<file path="config.mk">
export PLATFORM = sky130hd
export DESIGN_NAME = sync_length_frame_deframer_core
export DESIGN_NICKNAME = d
export VERILOG_FILES = /design/src/hdl/sldf_pkg.sv /design/src/hdl/sync_length_frame_deframer_core.sv
export VERILOG_INCLUDE_DIRS = /design/src /design/src/hdl
export SDC_FILE = /design/constraint.sdc
export NUM_CORES = 1
export LEC_CHECK = 0
export ABC_AREA = 1
export BUFFER_PORTS_ARGS = -buffer_cell sky130_fd_sc_hd__buf_2
export CAP_MARGIN = 15
export CELL_PAD_IN_SITES_DETAIL_PLACEMENT = 1
export CELL_PAD_IN_SITES_GLOBAL_PLACEMENT = 1
export CORE_ASPECT_RATIO = 1.1
export CORE_MARGIN = 10
export CORE_UTILIZATION = 52
export CTS_BUF_LIST = sky130_fd_sc_hd__clkbuf_4
export DETAILED_ROUTE_END_ITERATION = 10
export PLACE_DENSITY_LB_ADDON = 0.1
export SETUP_SLACK_MARGIN = 0.5
export SLEW_MARGIN = 0
export SYNTH_ARGS = -nofsm -noshare
export SYNTH_HDL_FRONTEND = slang
export SYNTH_SLANG_ARGS = --single-unit
</file>
<file path="constraint.sdc">
create_clock -name clk -period 3.4 [get_ports clk]
set_clock_uncertainty 0.05 [all_clocks]
set_input_delay 0.17 -clock clk [delete_from_list [all_inputs] [get_ports clk]]
set_output_delay 0.17 -clock clk [all_outputs]
set_load 0.1 [all_outputs]
</file>
<file path="src/hdl/assert_macros.svh">
// ----------------------------------------------------------------------------
// assert_macros.svh
// Assertion shorthands; empty when SYNTH is defined.
// ----------------------------------------------------------------------------
`ifndef ASSERT_MACROS_SVH
`define ASSERT_MACROS_SVH

`ifndef SYNTH
`define ASSERT_ALWAYS(lbl, expr, msg) \
  lbl: assert property (@(posedge clk) disable iff (rst) (expr)) else $error(msg);
`define ASSERT_IMPL(lbl, ante, cons, msg) \
  lbl: assert property (@(posedge clk) disable iff (rst) (ante) |-> (cons)) else $error(msg);
`else
`define ASSERT_ALWAYS(lbl, expr, msg)
`define ASSERT_IMPL(lbl, ante, cons, msg)
`endif

`endif

</file>
<file path="src/hdl/sldf_pkg.sv">
// ----------------------------------------------------------------------------
// sldf_pkg
// Types and constants of the sync/length frame deframer.
// ----------------------------------------------------------------------------
`default_nettype none

package sldf_pkg;

  localparam int BYTE_W = 8;
  localparam int LEN_W  = 6;
  localparam int IDX_W  = 2;

  // register indexes
  localparam logic [IDX_W-1:0] REG_SYNC_FIRST  = 2'd0;
  localparam logic [IDX_W-1:0] REG_SYNC_SECOND = 2'd1;
  localparam logic [IDX_W-1:0] REG_MAX_LENGTH  = 2'd2;

  // reset values
  localparam logic [BYTE_W-1:0] SYNC_FIRST_RST  = 8'h55;
  localparam logic [BYTE_W-1:0] SYNC_SECOND_RST = 8'hAA;
  localparam logic [LEN_W-1:0]  MAX_LENGTH_RST  = 6'd32;

  // largest length a 6-bit header field can carry
  localparam int LEN_FIELD_MAX = 63;

  typedef enum logic [4:0] {
    ST_HUNT    = 5'b00001,
    ST_SECOND  = 5'b00010,
    ST_LENGTH  = 5'b00100,
    ST_PAYLOAD = 5'b01000,
    ST_DRAIN   = 5'b10000
  } state_t;

endpackage

`default_nettype wire

</file>
<file path="src/hdl/sync_length_frame_deframer_core.sv">
// ----------------------------------------------------------------------------
// sync_length_frame_deframer_core
// Two-byte sync, length-prefixed frame deframer with a payload memory.
// ----------------------------------------------------------------------------
// Each received byte is taken while the block is parsing and its result
// register is free or being emptied. Once the last payload byte of an
// N-byte frame arrives, the block stops taking bytes and drains the frame
// from its payload memory: N results, each fetched by a registered read of
// that memory and held there while the sink stalls. A zero-length header
// yields one empty result at once. A byte is not taken while a result sits
// unaccepted in the output register.
`default_nettype none

`include "assert_macros.svh"

module sync_length_frame_deframer_core
  import sldf_pkg::*;
#(
  parameter int MAX_FRAME = 32
) (
  input  wire logic              clk,
  input  wire logic              rst,
  // configuration
  input  wire logic              cfg_we,
  input  wire logic [IDX_W-1:0]  cfg_index,
  input  wire logic [BYTE_W-1:0] cfg_data,
  // received bytes
  input  wire logic              s_tvalid,
  output logic                   s_tready,
  input  wire logic [7:0]        s_tdata,   // [7:0] rx_byte
  // frame results
  output logic                   m_tvalid,
  input  wire logic              m_tready,
  output logic [15:0]            m_tdata,   // [7:0] payload_byte, [13:8] frame_length
  output logic                   m_tlast,   // last_of_frame
  output logic                   m_tuser    // empty_frame
);

  localparam int ADDR_W = (MAX_FRAME > 1) ? $clog2(MAX_FRAME) : 1;
  localparam logic [BYTE_W-1:0] LIMIT_CAP =
    (MAX_FRAME > LEN_FIELD_MAX) ? BYTE_W'(LEN_FIELD_MAX) : BYTE_W'(MAX_FRAME);
  localparam logic [8:0] FRAME_DEPTH = 9'(MAX_FRAME);

  // configuration registers
  logic [BYTE_W-1:0] sync_first;
  logic [BYTE_W-1:0] sync_second;
  logic [LEN_W-1:0]  max_length;

  always_ff @(posedge clk) begin
    if (rst) begin
      sync_first  <= SYNC_FIRST_RST;
      sync_second <= SYNC_SECOND_RST;
      max_length  <= MAX_LENGTH_RST;
    end else if (cfg_we) begin
      case (cfg_index)
        REG_SYNC_FIRST:  sync_first  <= cfg_data;
        REG_SYNC_SECOND: sync_second <= cfg_data;
        REG_MAX_LENGTH:  max_length  <= cfg_data[LEN_W-1:0];
        default: ;
      endcase
    end
  end

  // control state
  state_t            state;
  logic [LEN_W-1:0]  expected_length;
  logic [LEN_W-1:0]  bytes_collected;
  logic [LEN_W-1:0]  rd_idx;
  logic [LEN_W-1:0]  ld_idx;
  logic              rd_pend;

  // output register
  logic              out_valid;
  logic [BYTE_W-1:0] out_byte;
  logic [LEN_W-1:0]  out_len;
  logic              out_last;
  logic              out_empty;

  // payload memory
  logic [BYTE_W-1:0] mem [MAX_FRAME];
  logic [BYTE_W-1:0] rd_data;
  logic              mem_we;
  logic [ADDR_W-1:0] mem_waddr;
  logic              rd_issue;
  logic              load;

  logic              in_xfer;
  logic              out_free;
  logic [BYTE_W-1:0] len_limit;
  logic [LEN_W-1:0]  collected_next;
  logic              len_ok;
  logic              empty_hdr;
  logic              is_drain;

  assign out_free  = !out_valid || m_tready;
  assign is_drain  = (state == ST_DRAIN);
  assign s_tready  = !is_drain && out_free;
  assign in_xfer   = s_tvalid && s_tready;

  assign len_limit = ({2'b00, max_length} > LIMIT_CAP) ? LIMIT_CAP : {2'b00, max_length};
  assign len_ok    = (s_tdata <= len_limit);
  assign empty_hdr = in_xfer && (state == ST_LENGTH) && len_ok && (s_tdata == '0);
  assign collected_next = bytes_collected + LEN_W'(1);

  assign mem_we    = in_xfer && (state == ST_PAYLOAD) &&
                     ({3'b000, bytes_collected} < FRAME_DEPTH);
  assign mem_waddr = ADDR_W'(bytes_collected);

  // drain: one read in flight, held in rd_data until the output takes it
  assign load      = rd_pend && out_free;
  assign rd_issue  = is_drain && (rd_idx < expected_length) && (!rd_pend || load);

  always_ff @(posedge clk) begin
    if (mem_we) begin
      mem[mem_waddr] <= s_tdata;
    end
  end

  always_ff @(posedge clk) begin
    if (rd_issue) begin
      rd_data <= mem[ADDR_W'(rd_idx)];
    end
  end

  always_ff @(posedge clk) begin
    if (rst) begin
      state           <= ST_HUNT;
      expected_length <= '0;
      bytes_collected <= '0;
      rd_idx          <= '0;
      ld_idx          <= '0;
      rd_pend         <= 1'b0;
    end else begin
      case (state)
        ST_HUNT: begin
          if (in_xfer && (s_tdata == sync_first)) begin
            state <= ST_SECOND;
          end
        end
        ST_SECOND: begin
          if (in_xfer) begin
            state <= (s_tdata == sync_second) ? ST_LENGTH : ST_HUNT;
          end
        end
        ST_LENGTH: begin
          if (in_xfer) begin
            if (!len_ok) begin
              state <= ST_HUNT;
            end else if (s_tdata == '0) begin
              state           <= ST_HUNT;
              expected_length <= '0;
              bytes_collected <= '0;
            end else begin
              state           <= ST_PAYLOAD;
              expected_length <= s_tdata[LEN_W-1:0];
              bytes_collected <= '0;
            end
          end
        end
        ST_PAYLOAD: begin
          if (in_xfer) begin
            bytes_collected <= collected_next;
            if (collected_next >= expected_length) begin
              state   <= ST_DRAIN;
              rd_idx  <= '0;
              ld_idx  <= '0;
              rd_pend <= 1'b0;
            end
          end
        end
        ST_DRAIN: begin
          if (rd_issue) begin
            rd_idx <= rd_idx + LEN_W'(1);
          end
          if (rd_issue) begin
            rd_pend <= 1'b1;
          end else if (load) begin
            rd_pend <= 1'b0;
          end
          if (load) begin
            ld_idx <= ld_idx + LEN_W'(1);
            if ((ld_idx + LEN_W'(1)) == expected_length) begin
              state           <= ST_HUNT;
              bytes_collected <= '0;
            end
          end
        end
        default: begin
          state <= ST_HUNT;
        end
      endcase
    end
  end

  always_ff @(posedge clk) begin
    if (rst) begin
      out_valid <= 1'b0;
    end else if (load || empty_hdr) begin
      out_valid <= 1'b1;
    end else if (m_tready) begin
      out_valid <= 1'b0;
    end
  end

  always_ff @(posedge clk) begin
    if (load) begin
      out_byte  <= rd_data;
      out_len   <= expected_length;
      out_last  <= ((ld_idx + LEN_W'(1)) == expected_length);
      out_empty <= 1'b0;
    end else if (empty_hdr) begin
      out_byte  <= '0;
      out_len   <= '0;
      out_last  <= 1'b1;
      out_empty <= 1'b1;
    end
  end

  assign m_tvalid = out_valid;
  assign m_tdata  = {2'b00, out_len, out_byte};
  assign m_tlast  = out_last;
  assign m_tuser  = out_empty;

  // checks
  `ASSERT_IMPL(a_pend_only_drain, rd_pend, is_drain, "read pending outside drain")
  `ASSERT_IMPL(a_read_count, is_drain, rd_idx == (ld_idx + LEN_W'(rd_pend)), "drain counters out of step")
  `ASSERT_IMPL(a_drain_ends_last, $past(!rst) && $past(is_drain) && !is_drain, m_tvalid && m_tlast, "drain ended without last result")
  `ASSERT_IMPL(a_nonempty_len, m_tvalid && !m_tuser, m_tdata[13:8] != '0, "payload result with zero length")

endmodule

`default_nettype wire

</file>
# Word-level counts from Yosys, hierarchy flattened
# Memory sizes are Yosys's and may differ from the RTL's. A register that Yosys moved wholly into a read port is not among the register bits.
# Cells that the tools add are included.
[totals]
register_bits = 69
in_bits = 23
memories = 1
output_inout_bits = 20
wordCells = 115
ram_bits = 256
[mem_list]
columns = ["memory", "words", "word_bits", "rd", "rd_ports_with_merged_regs", "write_ports", "line_no", "source"]
rows = [
  ["mem", 32, 8, 1, 1, 1, "sync_length_frame_deframer_core.sv:80", "logic [BYTE_W-1:0] mem [MAX_FRAME];"],
]
[classes]
n_reduce_logical = 32
n_addsub = 3
muxes = 40
eq_ne = 20
order_cmp = 5
[ops]
columns = ["operator", "count"]
rows = [
  ["$mux 6", 13],
  ["$mux 5", 7],
  ["$pmux 5 s5", 1],
  ["$pmux 6 s2", 2],
  ["$add 6x1->6 const B", 3],
  ["$pmux 6 s3", 1],
  ["$eq 8x8->1", 2],
  ["$mux 8", 2],
  ["$ne 2x2->1 const B", 7],
  ["$reduce_and 4->1", 3],
  ["$logic_and 1x1->1", 11],
  ["$mux 1", 10],
  ["$le 8x6->1", 1],
  ["$logic_not 8->1", 1],
  ["$mux 4", 2],
  ["$reduce_and 7->1", 1],
  ["$eq 6x6->1", 1],
  ["$ge 6x6->1", 1],
  ["$gt 6x6->1 const B", 1],
  ["$lt 6x6->1", 1],
  ["$lt 6x6->1 const B", 1],
  ["$reduce_and 2->1", 3],
  ["$reduce_and 6->1", 1],
  ["$reduce_bool 2->1", 3],
  ["16 further kinds", 21],
]

# Depth between registers and ports, before layout
# Gate-level depths: netlist of the first run.
[logic_depth]
word_depth = 9
depth_mapped = 18
ltp_nobuf = 17

# Worst setup path before layout of the first run
# No wires, ideal clock.
[synth_path]
path_kind = "reg2reg"
start = "register max_length[2]"
end = "register out_last (netlist: m_tlast) (enable)"
t_required_ps = 2984
arrival_time_ps = 2045
path_buffers = 0
path_stages_with_launch = 16
setup_time_ps = 366
setup_slack_ps = 938
cell_sequence = "dfxtp_1 nor2_1 nand2_1 o21ai_0 nand2_1 ha_1 nand2_1 nand2_1 nand2_1 nand2_1 nand2_1 nand2_1 nand2_1 nand3_1 or2_1 nand2_1"
[synth_between]
elab_chain_cells = 6
[synth_rtl]
columns = ["element", "line_no", "source"]
rows = [
  ["start, declared", "sync_length_frame_deframer_core.sv:47", "logic [LEN_W-1:0] max_length;"],
  ["start signal, assigned", "sync_length_frame_deframer_core.sv:58", "REG_MAX_LENGTH: max_length <= cfg_data[LEN_W-1:0];"],
  ["$gt 6x6->1", "sync_length_frame_deframer_core.sv:100", "assign len_limit = ({2'b00, max_length} > LIMIT_CAP) ? LIMIT_CAP : {2'b00, max_length};"],
  ["$mux 6 *", "sync_length_frame_deframer_core.sv:100", ""],
  ["$le 8x6->1 *", "sync_length_frame_deframer_core.sv:101", "assign len_ok = (s_tdata <= len_limit);"],
  ["$logic_and 1x1->1 * (2 in a row)", "sync_length_frame_deframer_core.sv:102", "assign empty_hdr = in_xfer && (state == ST_LENGTH) && len_ok && (s_tdata == '0);"],
  ["$reduce_bool 2->1 (no source line) *", "n/a", ""],
  ["end signal, assigned", "sync_length_frame_deframer_core.sv:209", "out_last <= ((ld_idx + LEN_W'(1)) == expected_length);"],
  ["end, declared", "sync_length_frame_deframer_core.sv:76", "logic out_last;"],
]
# Every way passes the cells marked *; elsewhere a longest branch is shown, timed or not.
# A chain may end at the register's enable or synchronous reset.

# Final worst setup path of the first run
[layout_path]
start = "register bytes_collected[4]"
end = "register rd_idx[0]"
[layout_between]
elab_chain_cells = 4
[layout_rtl]
columns = ["element", "line_no", "source"]
rows = [
  ["start, declared", "sync_length_frame_deframer_core.sv:67", "logic [LEN_W-1:0] bytes_collected;"],
  ["start signal, assigned", "sync_length_frame_deframer_core.sv:162", "bytes_collected <= collected_next;"],
  ["$add 6x1->6", "sync_length_frame_deframer_core.sv:103", "assign collected_next = bytes_collected + LEN_W'(1);"],
  ["$ge 6x6->1", "sync_length_frame_deframer_core.sv:163", "if (collected_next >= expected_length) begin"],
  ["$ne 2x1->1 (no source line)", "n/a", ""],
  ["$reduce_and 4->1 (no source line)", "n/a", ""],
  ["end signal, assigned", "sync_length_frame_deframer_core.sv:173", "rd_idx <= rd_idx + LEN_W'(1);"],
  ["end, declared", "sync_length_frame_deframer_core.sv:68", "logic [LEN_W-1:0] rd_idx;"],
]
# Every way passes these cells.

==> run summary, run 1 <==
The tools report the final hold violation count as 0. The final worst hold slack was 0.1748 ns. The path with the worst hold slack has its endpoint at sync_second[5].

The die covers 34,670 µm². Global routing finished with a remaining overflow of 0. The endpoint identified for the worst register-to-register timing path is rd_idx[0].

TritonCTS built the clock tree. The clock insertion delay at the later pin of the skew report came out at 0.75 ns. Buffers placed on the I/O ports in this run total 40.

The initial cell density of the core was 0.5295. The largest individual stage delay along the critical path comes from the cell dfxtp_1. The vias per cell was 5.716. Walking the worst path, the cells encountered are nand2_1 > nor2_1 > a21oi_1 > ha_1 > nand2_1 > a21oi_1 > nor3_1 > nand3_1 > nand2_1 > inv_2 > nand2_2 > xor2_1 > nor2_1. The total area inside the core boundary comes to 27,120 µm². The worst register-to-register path has a depth of 13. Across the run, the number of max-cap violations was 0. For the global-route usage over all layers, the log shows 0.2468.

In the final routed layout, each cell accounts on average for 22.24 µm. Setup repair after global routing left no endpoint under its margin. The most common flop cell mapped by yosys is edfxtp_1. The first global-routing pass estimated 65,660 µm of wire. The run finished with clean final reports.

The H-tree was split into 3 levels. For the core utilization of the finished layout, the log shows 0.6020. For the post-route worst setup slack, the log shows 0.8136 ns. The category of the worst setup path launch point is a flip-flop.

After clock tree synthesis, the clock-pin slew on the worst setup and hold paths is 0.07 ns. Pin placement for this block handled 43 I/O pins. The logs give 0 for the post-CTS setup-driven buffer insertion count and 333 for the clock sink count. The critical path in this run is classified as reg -> reg. The design draws 9.064 mW. The number of cells produced by synthesis was 1,351. The tools report the source of the worst register-to-register timing path as bytes_collected[4]. The layout cell share with drive strength beyond 1 was 0.1538. Proportion of synthesized flip-flops having asynchronous set or reset: 0. The startpoint identified for the worst hold timing path is cfg_data[5].

In the final timing run, aggregate negative setup slack is 0 ns. Of all nets on the critical path, the largest fanout is 8. The initialized floorplan defines 63 standard-cell rows. The clock buffer count from CTS is 82.

The portion of the post-synthesis area used by sequential elements is 0.6588, and the post-synthesis cell type count is 36. Subtracting the final worst setup slack from the clock period gives 2.586 ns. The portion of the clock cycle consumed by the worst path in the final layout was 0.7607; the post-layout net count was 1,514. The analysis attributes to cell leakage a power of 5.962 nW. The register-to-register path setup slack was 0.81 ns. The layout has 2,992 filler cells.

After detailed routing, the number of remaining DRC violations is 0. The worst setup path is captured at a flip-flop. The tools report the root buffer cell as clkbuf_4. Routability-driven placement finished with a final weighted congestion of 0.9372. The number of endpoints failing setup at the final stage is 0.

The sum of routed wire length over all layers came out at 42,080 µm. Before antenna repair, the detailed router went through 5 iterations. From synthesis to final layout, the design area changed by 13.69%. The power per standard cell area is 555.3 nW/µm², and the max-slew headroom at the worst pin is 0.4324. The min-delay analysis places its worst path in the category in -> reg. Before CTS, the worst setup slack after placement is 0.4036 ns. By area the synthesized netlist is led by edfxtp_1, dfxtp_1, nor2_1, o21ai_0, nand2_1. During synthesis, Yosys emitted a total of 0 warnings. The run gives 3 as the worst-case clock buffer depth. In this run the remaining antenna-violating nets after routing total 0. The cell accounting for the most synthesized area is edfxtp_1. For this run, the slowest stage of the critical path takes 0.49 ns.

The number of vias in the routed layout was 10,810; the fraction of synthesized cell area taken by the top area cell type was 0.5835. The data arrival time at the worst-slack endpoint is 3.16 ns, and the number of enable-type register cells in the synthesized netlist is 279. Based on the critical path, the design can be clocked at up to 0.3866 GHz. The synthesized netlist occupies a cell area of 14,360 µm².

Tracing the worst setup path back leads to its startpoint at bytes_collected[4]. The tools report the largest net degree at the start of global routing as 133. The maximum VDD drop came out at 0.0003371 V. Along the worst hold path, the cell count comes to 4. The vertical extent of the die was 194.3 µm; the floorplan die width was 178.4 µm. Initial antenna violation count: 1. The number of global-route vias before repair was 11,570. The tools report the final HPWL from detailed placement as 27,180 µm. The mean instance size in the synthesized netlist was 10.63 µm².

The violation count after the first detailed-route iteration was 929; the flop and latch count out of synthesis was 333. In this design, the critical path's most frequently occurring cell is nand2_1. The slew at the pin closest to its max-slew limit was 0.8502 ns; the total count of max-transition violations in the final report was 0. The run gives 3.98 ns as the critical path required time.
==> power breakdown <==
| group | internal (mW) | switching (mW) |
|---|---|---|
| clock | 1.62 | 1.63 |
| combinational | 0.370 | 0.878 |
| sequential | 4.48 | 0.0758 |
==> cells in the mapped netlist, types with 5 or more instances <==
| library cell | number |
|---|---|
| nor2_1 | 271 |
| edfxtp_1 | 279 |
| a211oi_1 | 7 |
| a21oi_1 | 25 |
| o21ai_1 | 26 |
| nand2_1 | 171 |
| nor3_1 | 9 |
| ha_1 | 23 |
| nand4_1 | 13 |
| dfxtp_1 | 54 |
| nand3_1 | 73 |
| o21ai_0 | 139 |
| inv_2 | 5 |
| o22ai_1 | 32 |
| xor2_1 | 10 |
| clkbuf_1 | 34 |
| o211ai_1 | 24 |
| inv_1 | 82 |
| buf_2 | 17 |
| o221ai_1 | 10 |
| xnor2_1 | 10 |
| buf_6 | 7 |
==> layout by cell type, fill, tap and decap left out, types with 3 or more instances in the layout <==
master           n
nand3_1         73
buf_2           40
nor2_1         254
edfxtp_1       279
a211oi_1         6
dfxtp_1         50
nor3_1           8
o211ai_1        24
o21ai_0        138
dfxtp_2          3
clkbuf_4       120
xnor2_1         10
buf_12           4
nand3_2          3
nand2_1        168
inv_2            6
buf_4           25
o22ai_1         32
a21oi_1         25
inv_1           82
nor2_2          20
clkinv_1        31
ha_1            22
nand2_2          5
xor2_1          10
o221ai_1        10
nand4_1         13
dlygate4sd3_1   28
o21ai_1         26
==> cell type report <==
type                       count  area, µm²  share of cell area
sequential                   333       9467              0.5799
multi-input combinational    862       4292              0.2629
clock buffer                 120      900.9             0.05519
timing repair buffer          98      759.5             0.04652
tap                          357      446.7             0.02736
inverter                      91      342.8             0.02100
clock inverter                30      113.9            0.006975
antenna                        1      2.502           0.0001533
==> flip-flops by register name, indices dropped and copies added, names as in the netlist <==
register and cells:
expected_length 6, m_tuser 1, out_byte 8, out_len 6
m_tlast 1, rd_data 8, ld_idx 6, rd_idx 6
rd_pend 1, state 5, max_length 6, bytes_collected 6
sync_second 8, mem 256, sync_first 8, m_tvalid 1
==> what timing repair did <==
| action | CTS | global route |
|---|---|---|
| endpoints found under the hold margin | 139 | 0 |
| endpoints found under the setup margin | 92 | 174 |
| gates cloned | 0 | 0 |
| hold buffers | 28 | 0 |
| gates resized for setup | 1 | 27 |
==> worst max path at each step <==
stage	endpoint	slack (ns)	cells past startpoint
detailed placement	mem[17][3]	0.40	6
finish	rd_idx[0]	0.81	13
floorplan	m_tlast	0.94	15
global route	rd_idx[2]	0.52	13
CTS	mem[5][3]	0.42	6
global placement	mem[13][1]	0.62	6
==> worst max-delay path: cells and delay by family, from the launching register on <==
kind | cells | cell delay, ns
flops | 1 | 0.49
xor+xnor | 1 | 0.16
buf+inv | 1 | 0.07
simple gates | 8 | 1.20
fa+ha+maj | 1 | 0.29
compound gates | 2 | 0.19
==> logic make-up after synthesis <==
family | share of synthesized area
compound gates | 0.1054
fa+ha+maj | 0.02004
simple gates | 0.1561
other cells | 0.0002612
flops | 0.6588
buf+inv | 0.04723
xor+xnor | 0.01220
==> routing by layer <==
layer | global-route usage | routed length [µm] | up-vias
met5 | 0 | 0 | -
met4 | 0.09737 | 1281 | 0
met3 | 0.04285 | 2335 | 91
met2 | 0.4311 | 22090 | 342
li1 | - | - | 5011
met1 | 0.2933 | 16370 | 5370
==> metrics by stage <==
| stage | cells | area (µm²) |
|---|---|---|
| 2_1_floorplan | 1352 | 14360 |
| 3_3_place_gp | 1713 | 14950 |
| 3_5_place_dp | 1713 | 14950 |
| 4_1_cts | 1891 | 16250 |
| 5_1_grt | 1892 | 16320 |
| 6_report | 1892 | 16320 |
Note: power is estimated with default switching activity, not from simulation.
==> run 2: changes to the inputs <==
--- a/config.mk
+++ b/config.mk
@@ -6,14 +6,14 @@
 export SDC_FILE = /design/constraint.sdc
 export NUM_CORES = 1
 export LEC_CHECK = 0
-export ABC_AREA = 1
+export ABC_AREA = 0
 export BUFFER_PORTS_ARGS = -buffer_cell sky130_fd_sc_hd__buf_2
 export CAP_MARGIN = 15
 export CELL_PAD_IN_SITES_DETAIL_PLACEMENT = 1
 export CELL_PAD_IN_SITES_GLOBAL_PLACEMENT = 1
 export CORE_ASPECT_RATIO = 1.1
 export CORE_MARGIN = 10
-export CORE_UTILIZATION = 52
+export CORE_UTILIZATION = 50
 export CTS_BUF_LIST = sky130_fd_sc_hd__clkbuf_4
 export DETAILED_ROUTE_END_ITERATION = 10
 export PLACE_DENSITY_LB_ADDON = 0.1
==> constraint.sdc (replaced) <==
create_clock -name clk -period 2.2 [get_ports clk]
set_clock_uncertainty 0.05 [all_clocks]
set_input_delay 0.11 -clock clk [delete_from_list [all_inputs] [get_ports clk]]
set_output_delay 0.11 -clock clk [all_outputs]
set_load 0.1 [all_outputs]
==> run 2 against run 1 <==
  * The run now ends with setup timing left
  * Non-clock buffer count is 111 higher
  * Design area is 12% higher
  * Global-route usage is 2.4 points lower
  * Critical path depth is 2 lower
  * Hold slack worse by 0.17 ns
  * Worst setup slack worse by 1.2 ns
  * Sequential share of layout area is 5.9 points lower
  * Combinational power is 57% lower
==> run summary, run 2 <==
Leaving out fill and tap cells, the most frequent cell in the layout is edfxtp_1. The number of enable-type register cells in the synthesized netlist is 279 (unchanged), and the filler cell count in the final layout is 2,429 (-19%). The number of remaining DRC errors is 0 (unchanged), and the core utilization of the finished layout is 0.6715 (+0.06943). Among all stages on the critical path, the largest delay is contributed by dfxtp_4.

The global-route congestion overflow total came out at 0 (unchanged). By instance count, the leading cell after synthesis is edfxtp_1. The mean instance size in the synthesized netlist is 16.77 µm² (+58%), and the number of vias in the routed layout is 9,069 (-16%). The cell count along the critical path came out at 11 (-2). After synthesis, the most frequently instantiated cells are edfxtp_1, mux4_2, nor2_1, dfxtp_1, nand2_1. The library cells used most frequently in the layout, excluding fill and tap cells, are edfxtp_1, clkbuf_4, buf_4. The clock slew seen by the registers of the worst setup and hold paths was 0.08 ns (about the same); the global-route usage over all layers was 0.2223 (-0.02445). The cell accounting for the most synthesized area was edfxtp_1. The tree is rooted in a clkbuf_4. The post-route worst setup slack was -0.3403 ns (-1.154 ns). The post-synthesis to final-layout area growth was 31.34%; the number of cells produced by synthesis was 829 (-39%). The tools report the die footprint as 34,880 µm² (+0.63%). The post-synthesis instance area is 13,900 µm² (-3.2%), and the slew at the pin closest to its max-slew limit is 0.8035 ns (-0.04676 ns). More flip-flops sit in one register than any other, and that register is mem.

For the worst-case clock buffer depth, the log shows 3 (unchanged). In this design, the critical path's most frequently occurring cell is ha_4. In the post-synthesis netlist, the biggest area contributors are edfxtp_1, mux4_2, dfxtp_1, nor2_1, ha_1.

The logs give 42 (-68%) for the largest net degree at the start of global routing and 0 (unchanged) for the final hold violation count. The proportion of synthesized flip-flops having asynchronous set or reset came out at 0 (unchanged). Setup repair after global routing could not meet its margin everywhere. The total buffers and inverters traversed by the critical path was 1 (unchanged).

The worst-case setup slack after placement is -0.3665 ns (-0.7702 ns), and the floorplan die width is 179.0 µm (+0.31%). The worst setup path is of the reg -> reg kind. The critical path starts at bytes_collected[0]. The vias per cell is 6.034 (+5.6%). The post-layout instance area came out at 18,260 µm² (+12%). For this run, the leading register cell type out of synthesis is edfxtp_1. Detailed-routing iteration count for the pre-antenna-repair pass: 5 (unchanged).

The final reports fail on setup timing. The run gives 9,511 (-18%) as the number of global-route vias before repair. Total cell area at the placement stage: 15,510 µm² (+3.7%). The maximum fanout count along the critical path came out at 4 (-4). The initial antenna violation count is 2 (+1), and the count of pins on the block boundary is 43 (unchanged).

The tools report the placer's final routability congestion estimate as 0.8368 (-11%). The run gives 6.353 nW (+6.5%) as the leakage power. The minimum period implied by the final worst setup slack is 2.540 ns (-0.04613 ns), and the remaining number of nets flagged by the antenna check after routing is 0 (unchanged). The clock buffer count from CTS was 84 (+2.4%). The final worst hold slack was 0.007843 ns (-0.1669 ns). Broken down by cell family, the worst path's largest delay share belongs to compound AO/OA/AOI/OAI gates. TritonCTS built the clock tree.

For the post-layout net count, the log shows 1,131 (-25%). The post-detailed-route wirelength per cell came out at 28.96 µm (+30%). The number of buffer cells added on primary ports was 40 (unchanged). The worst hold path belongs to the class in -> reg. The run finished, with violations left.

The layout cell share with drive strength beyond 1 was 0.4720 (+0.3182). The worst register-to-register path begins at bytes_collected[0]. The logs give 723 (-22%) for the violation count after the first detailed-route iteration and 3.07 ns (-0.09 ns) for the data arrival time at the worst-slack endpoint.

The critical path's largest stage delay is 0.39 ns (-0.10 ns), and the path depth of the worst reg2reg path is 11 (-2). The portion of the clock cycle consumed by the worst path in the final layout was 1.155 (+0.3940); the vertical extent of the die was 194.9 µm (+0.31%). Power per standard cell area: 693.2 nW/µm² (+25%). The sum of routed wire length over all layers was 43,520 µm (+3.4%); the clock sink count was 333 (unchanged).

The post-synthesis cell type count is 56 (+56%). Maximum VDD drop: 0.0005094 V (+51%). For the total of warnings raised by yosys, the log shows 0 (unchanged). The logs give 0.6803 (+0.02158) for the portion of the post-synthesis area used by sequential elements and 0.3937 GHz (+1.8%) for the maximum clock frequency. Sum of internal, switching and leakage power: 12.66 mW (+40%). The startpoint identified for the worst hold timing path is cfg_we. The run gives 0 (unchanged) as the total count of max-transition violations in the final report.

Traced cell by cell, the critical path runs through ha_4 > nand3_4 > xnor2_4 > ha_4 > a21o_1 > a21oi_4 > o21ai_2 > o211ai_1 > buf_4 > nor4_1 > a31o_1. For the register cell area after layout, the log shows 9508 µm² (+0.44%). The run gives 63 (unchanged) as the number of rows created at floorplan. The final HPWL from detailed placement is 25,630 µm (-5.7%).

The max-slew headroom at the worst pin was 0.4638 (+0.03136). The flop and latch count out of synthesis is 333 (unchanged), and the critical path required time is 2.73 ns (-1.25 ns). The run gives 0 (unchanged) as the count of maximum capacitance violations. For the initial cell density of the core, the log shows 0.5112 (-0.01828). The instance count along the most critical hold path is 5 (+1), and the number of endpoints failing setup at the final stage is 174 (+174). The logs give 27,190 µm² (+0.29%) for the floorplan core area and 0.74 ns (about the same) for the clock insertion delay at the later pin of the skew report.

The fraction of synthesized cell area taken by the top area cell type came out at 0.6026 (+0.01911). Maximum level of the CTS H-tree: 3 (unchanged). STA classifies the critical path endpoint as a flip-flop. The flip-flop count of the largest register, all copies and words added came out at 256 (unchanged). STA classifies the critical path startpoint as a flip-flop. The tools report the wire length of the first global-routing pass as 58,340 µm (-11%). The area of the multi-input gates was 5101 µm² (+19%).
run 2: cell count changes after synthesis, sizes merged, moves of 10 or more:
cell,change
nand3,-63
o22ai,-25
nor2,-198
inv,-73
buf,-16
o211ai,-21
nand2,-134
mux4,+80
o21ai,-151
o221ai,-10
mux2i,+28
and3,+13
run 2: worst paths after layout:
check,to,slack [ns]
max,state[2],-0.34
min,sync_second[2],0.008
max reg2reg,state[2],-0.34
min reg2reg,m_tuser,0.42
run 2: routing by layer:
layer  global-route usage  up-vias  wire, µm
li1                     -     3831         -
met1               0.2678     4710     16360
met2               0.3753      427     22740
met3              0.05351      101      3020
met4              0.08639        0      1401
met5                    0        -         0
run 2: worst min-delay path, stage by stage:
cell      delay [ns]
buf_2           0.11
nand3b_1        0.19
buf_4           0.17
mux2i_1         0.07
nor2_1          0.08
run 2: kinds of logic (layout without fill, tap and decap cells):
group / Yosys count / after routing / share of synthesized area
and+or+nand+nor: 197 / 198 / 0.06884
muxes: 116 / 116 / 0.1562
xor gates and xnor gates: 28 / 28 / 0.01764
DFF: 333 / 333 / 0.6803
AOI/OAI and AO/OA: 75 / 76 / 0.03960
buffers and inverters: 56 / 368 / 0.01638
other: 1 / 4 / 0.0002697
adders and majority gates: 23 / 23 / 0.02070
run 2: stage by stage:
step	std cells	TNS, ns
final	1503	-11.30
after global routing	1503	-25.22
after CTS	1456	-4.092
after detailed placement	1266	-65.96
after global placement	1266	-42.40
after floorplan	830	-26.60
run 2: where the power goes:
| part | total, mW | internal [mW] | switching [mW] |
|---|---|---|---|
| Clock | 5.28 | 2.65 | 2.63 |
| Sequential | 6.84 | 6.82 | 0.0166 |
| Combinational | 0.538 | 0.205 | 0.333 |
| Total | 12.7 | 9.68 | 2.98 |
run 2: what timing repair did:
action                                  in CTS  in global routing
gates resized for setup                     62                 86
cloned                                       0                  8
hold buffers                                26                  0
setup buffers                               19                 37
pin swaps                                   40                 30
endpoints found under the setup margin     321                329
endpoints found under the hold margin      212                  0
run 2: cell type report:
class | instances | share of cell area
clock buffer | 121 | 0.04975
clock inverter | 24 | 0.007606
timing repair buffer | 209 | 0.1147
antenna | 2 | 0.0002741
sequential | 333 | 0.5207
multi-input combinational | 443 | 0.2794
tap | 357 | 0.02446
inverter | 14 | 0.003152
==> run 3: changes to the inputs <==
==> constraint.sdc (replaced) <==
create_clock -name clk -period 2.3 [get_ports clk]
set_clock_uncertainty 0.05 [all_clocks]
set_input_delay 0.115 -clock clk [delete_from_list [all_inputs] [get_ports clk]]
set_output_delay 0.115 -clock clk [all_outputs]
set_load 0.1 [all_outputs]
==> run 3 against run 2 <==
  * The run still ends with setup timing left
  * Global-route usage is 1.5 points higher
  * Sequential share of layout area is 0.082 points lower
  * Fmax is 3.3% higher
  * Largest power group unchanged
  * Clock power is 5.1% lower
==> run summary, run 3 (same netlist as run 2, synthesis figures left out) <==
For the maximum clock frequency, the log shows 0.4066 GHz (+3.3%). The data arrival time at the worst-slack endpoint is 2.86 ns (-0.21 ns). Total count of max-transition violations in the final report: 0 (unchanged). The post-synthesis to final-layout area growth was 31.52%; the maximum fanout count along the critical path was 5 (+1). Layout cell share with drive strength beyond 1: 0.4596 (-0.01238). The run finished, with violations left. The final HPWL from detailed placement was 24,470 µm (-4.5%). The power per standard cell area is 660.0 nW/µm² (-4.8%), and the area of the multi-input gates is 5104 µm² (about the same).

For the remaining number of nets flagged by the antenna check after routing, the log shows 0 (unchanged). The maximum level of the CTS H-tree was 3 (unchanged). The vias per cell is 5.909 (-2.1%). TritonCTS built the clock tree. The number of vias in the routed layout was 8,851 (-2.4%). For the initial cell density of the core, the log shows 0.5112 (unchanged).

Count of pins on the block boundary: 43 (unchanged). The clock sink count is 333 (unchanged). For the max-slew headroom at the worst pin, the log shows 0.4633 (about the same). Portion of the clock cycle consumed by the worst path in the final layout: 1.069 (-0.08535). The class of the tightest hold or removal check is in -> reg.

The floorplan die width is 179.0 µm (unchanged), and the wire length of the first global-routing pass is 62,240 µm (+6.7%). The library cell used most frequently in the layout, excluding fill and tap cells, is edfxtp_1. The run gives 63 (unchanged) as the number of rows created at floorplan. Slew at the pin closest to its max-slew limit: 0.8042 ns (+0.0006717 ns).

The startpoint identified for the worst hold timing path is s_tdata[3]. The placer's final routability congestion estimate is 0.8432 (+0.76%). The worst-case clock buffer depth is 3 (unchanged). The maximum VDD drop was 0.0004882 V (-4.2%); the final-layout setup total negative slack was -1.258 ns (+10.04 ns). The number of global-route vias before repair was 9,791 (+2.9%).

The logs give 27,190 µm² (unchanged) for the floorplan core area and 83 (-1.2%) for the clock buffer count from CTS. The library cells used most frequently in the layout, excluding fill and tap cells, are edfxtp_1, clkbuf_4, mux4_2. The run gives 2.70 ns (-0.03 ns) as the critical path required time. The worst setup path is captured at a flip-flop. The run gives 0 (unchanged) as the global-route congestion overflow total. The minimum period implied by the final worst setup slack was 2.459 ns (-0.08083 ns); the core utilization of the finished layout was 0.6724 (+0.0009660). The register-to-register path setup slack is -0.16 ns (+0.18 ns), and the largest net degree at the start of global routing is 36 (-14%). The run gives 12.07 mW (-4.7%) as the sum of internal, switching and leakage power. In this run the critical register-to-register path is captured at rd_data[6]. The run gives 0 (unchanged) as the count of maximum capacitance violations.

The vertical extent of the die was 194.9 µm (unchanged). The path depth of the worst reg2reg path works out to 6 (-5). The critical path in this run is classified as reg -> reg.

The number of buffer cells added on primary ports came out at 40 (unchanged). The number of remaining DRC errors came out at 0 (unchanged). The path with the worst hold slack has its endpoint at mem[20][3]. The tools report the leakage power as 6.346 nW (about the same).

The logs give 1 (-1) for the initial antenna violation count and 34,880 µm² (unchanged) for the die footprint. The flip-flop count of the largest register, all copies and words added came out at 256 (unchanged). Setup repair after global routing could not meet its margin everywhere. The global-route usage over all layers is 0.2369 (+0.01463). The worst register-to-register path begins at rd_idx[0]. The post-layout net count is 1,125 (-0.53%). The checks that failed: setup timing. The logs give 0.70 ns (-0.04 ns) for the clock insertion delay at the later pin of the skew report and 15,370 µm² (-0.86%) for the total cell area at the placement stage.

The run gives 5 (unchanged) as the detailed-routing iteration count for the pre-antenna-repair pass. mem holds more flip-flops than any other register. The instance count along the most critical hold path works out to 2 (-3). The logs give 2,400 (-1.2%) for the filler cell count in the final layout and 0 (unchanged) for the final hold violation count.

Root buffer cell: clkbuf_4. The logs give 635 (-12%) for the violation count after the first detailed-route iteration and 20 (-89%) for the number of endpoints failing setup at the final stage. For the sum of routed wire length over all layers, the log shows 41,860 µm (-3.8%). The logs give 9507 µm² (about the same) for the register cell area after layout and -0.1594 ns (+0.1808 ns) for the post-route worst setup slack.

STA classifies the critical path startpoint as a flip-flop. The post-layout instance area is 18,290 µm² (+0.14%), and the post-detailed-route wirelength per cell is 27.94 µm (-3.5%). The clock slew seen by the registers of the worst setup and hold paths works out to 0.07 ns (about the same).
run 3: changes by cell type in the layout (fill, tap and decap cells not counted), sizes merged:
cell          delta
inv              +1
clkinvlp         -1
buf              -8
bufbuf           +1
dlymetal6s2s     +1
clkbuf          -11
dlygate4sd3      +6
bufinv           +1
clkinv           +7
dlymetal6s4s     -1
diode            -1
run 3: what timing repair did:
action,4_1_cts,5_1_grt
buffers inserted,45,13
endpoints found under the setup margin,321,326
cloned,8,3
hold endpoints to repair,160,1
resized for setup,98,41
hold buffers,32,1
pin swaps,54,37
run 3: per-layer routing:
layer | vias up | GRT usage | part of all wire
met4 | 0 | 0.09158 | 0.033
met2 | 346 | 0.4032 | 0.52
met1 | 4603 | 0.2919 | 0.39
met3 | 84 | 0.04285 | 0.060
li1 | 3818 | - | -
met5 | - | 0 | 0
run 3: worst max-delay path by stage:
stage	from	endpoint	slack, ns	cells past startpoint
floorplan	state[2]	mem[12][0]	-0.003	6
global placement	bytes_collected[1]	rd_idx[2]	-0.14	11
detailed placement	state[2]	mem[16][3]	-0.18	5
CTS	bytes_collected[2]	state[1]	-0.07	10
global route	bytes_collected[1]	rd_idx[5]	-0.23	11
finish	rd_idx[0]	rd_data[6]	-0.16	6
run 3: final cells by class:
cell class | count | share of cell area
Antenna cell | 1 | 0.0001368
Clock buffer | 114 | 0.04680
Clock inverter | 32 | 0.01054
Inverter | 14 | 0.003421
Multi-Input combinational cell | 443 | 0.2791
Sequential cell | 333 | 0.5199
Tap cell | 357 | 0.02443
Timing Repair Buffer | 204 | 0.1157
run 3: worst max-delay path: stages (launching register included):
cell and delay, ns:
dfxtp_4 0.41, buf_6 0.12, buf_12 0.11, buf_16 0.12
mux4_2 0.51, mux4_2 0.58, mux2_4 0.30
run 3: per-stage QoR:
step	setup WS (ns)	cells	hold slack [ns]
after floorplan	-0.002862	830	0.1639
after global placement	-0.1366	1249	0.2911
after detailed placement	-0.1756	1249	0.3246
after CTS	-0.07211	1480	0.007161
after global routing	-0.2307	1498	0.02618
final	-0.1594	1498	0.08234
run 3: power breakdown:
part           total, mW  leakage [nW]  switching [mW]  internal [mW]
sequential          6.54          2.99          0.0177           6.53
combinational      0.513          2.73           0.310          0.203
clock               5.01         0.618            2.48           2.54
total               12.1          6.35            2.80           9.26
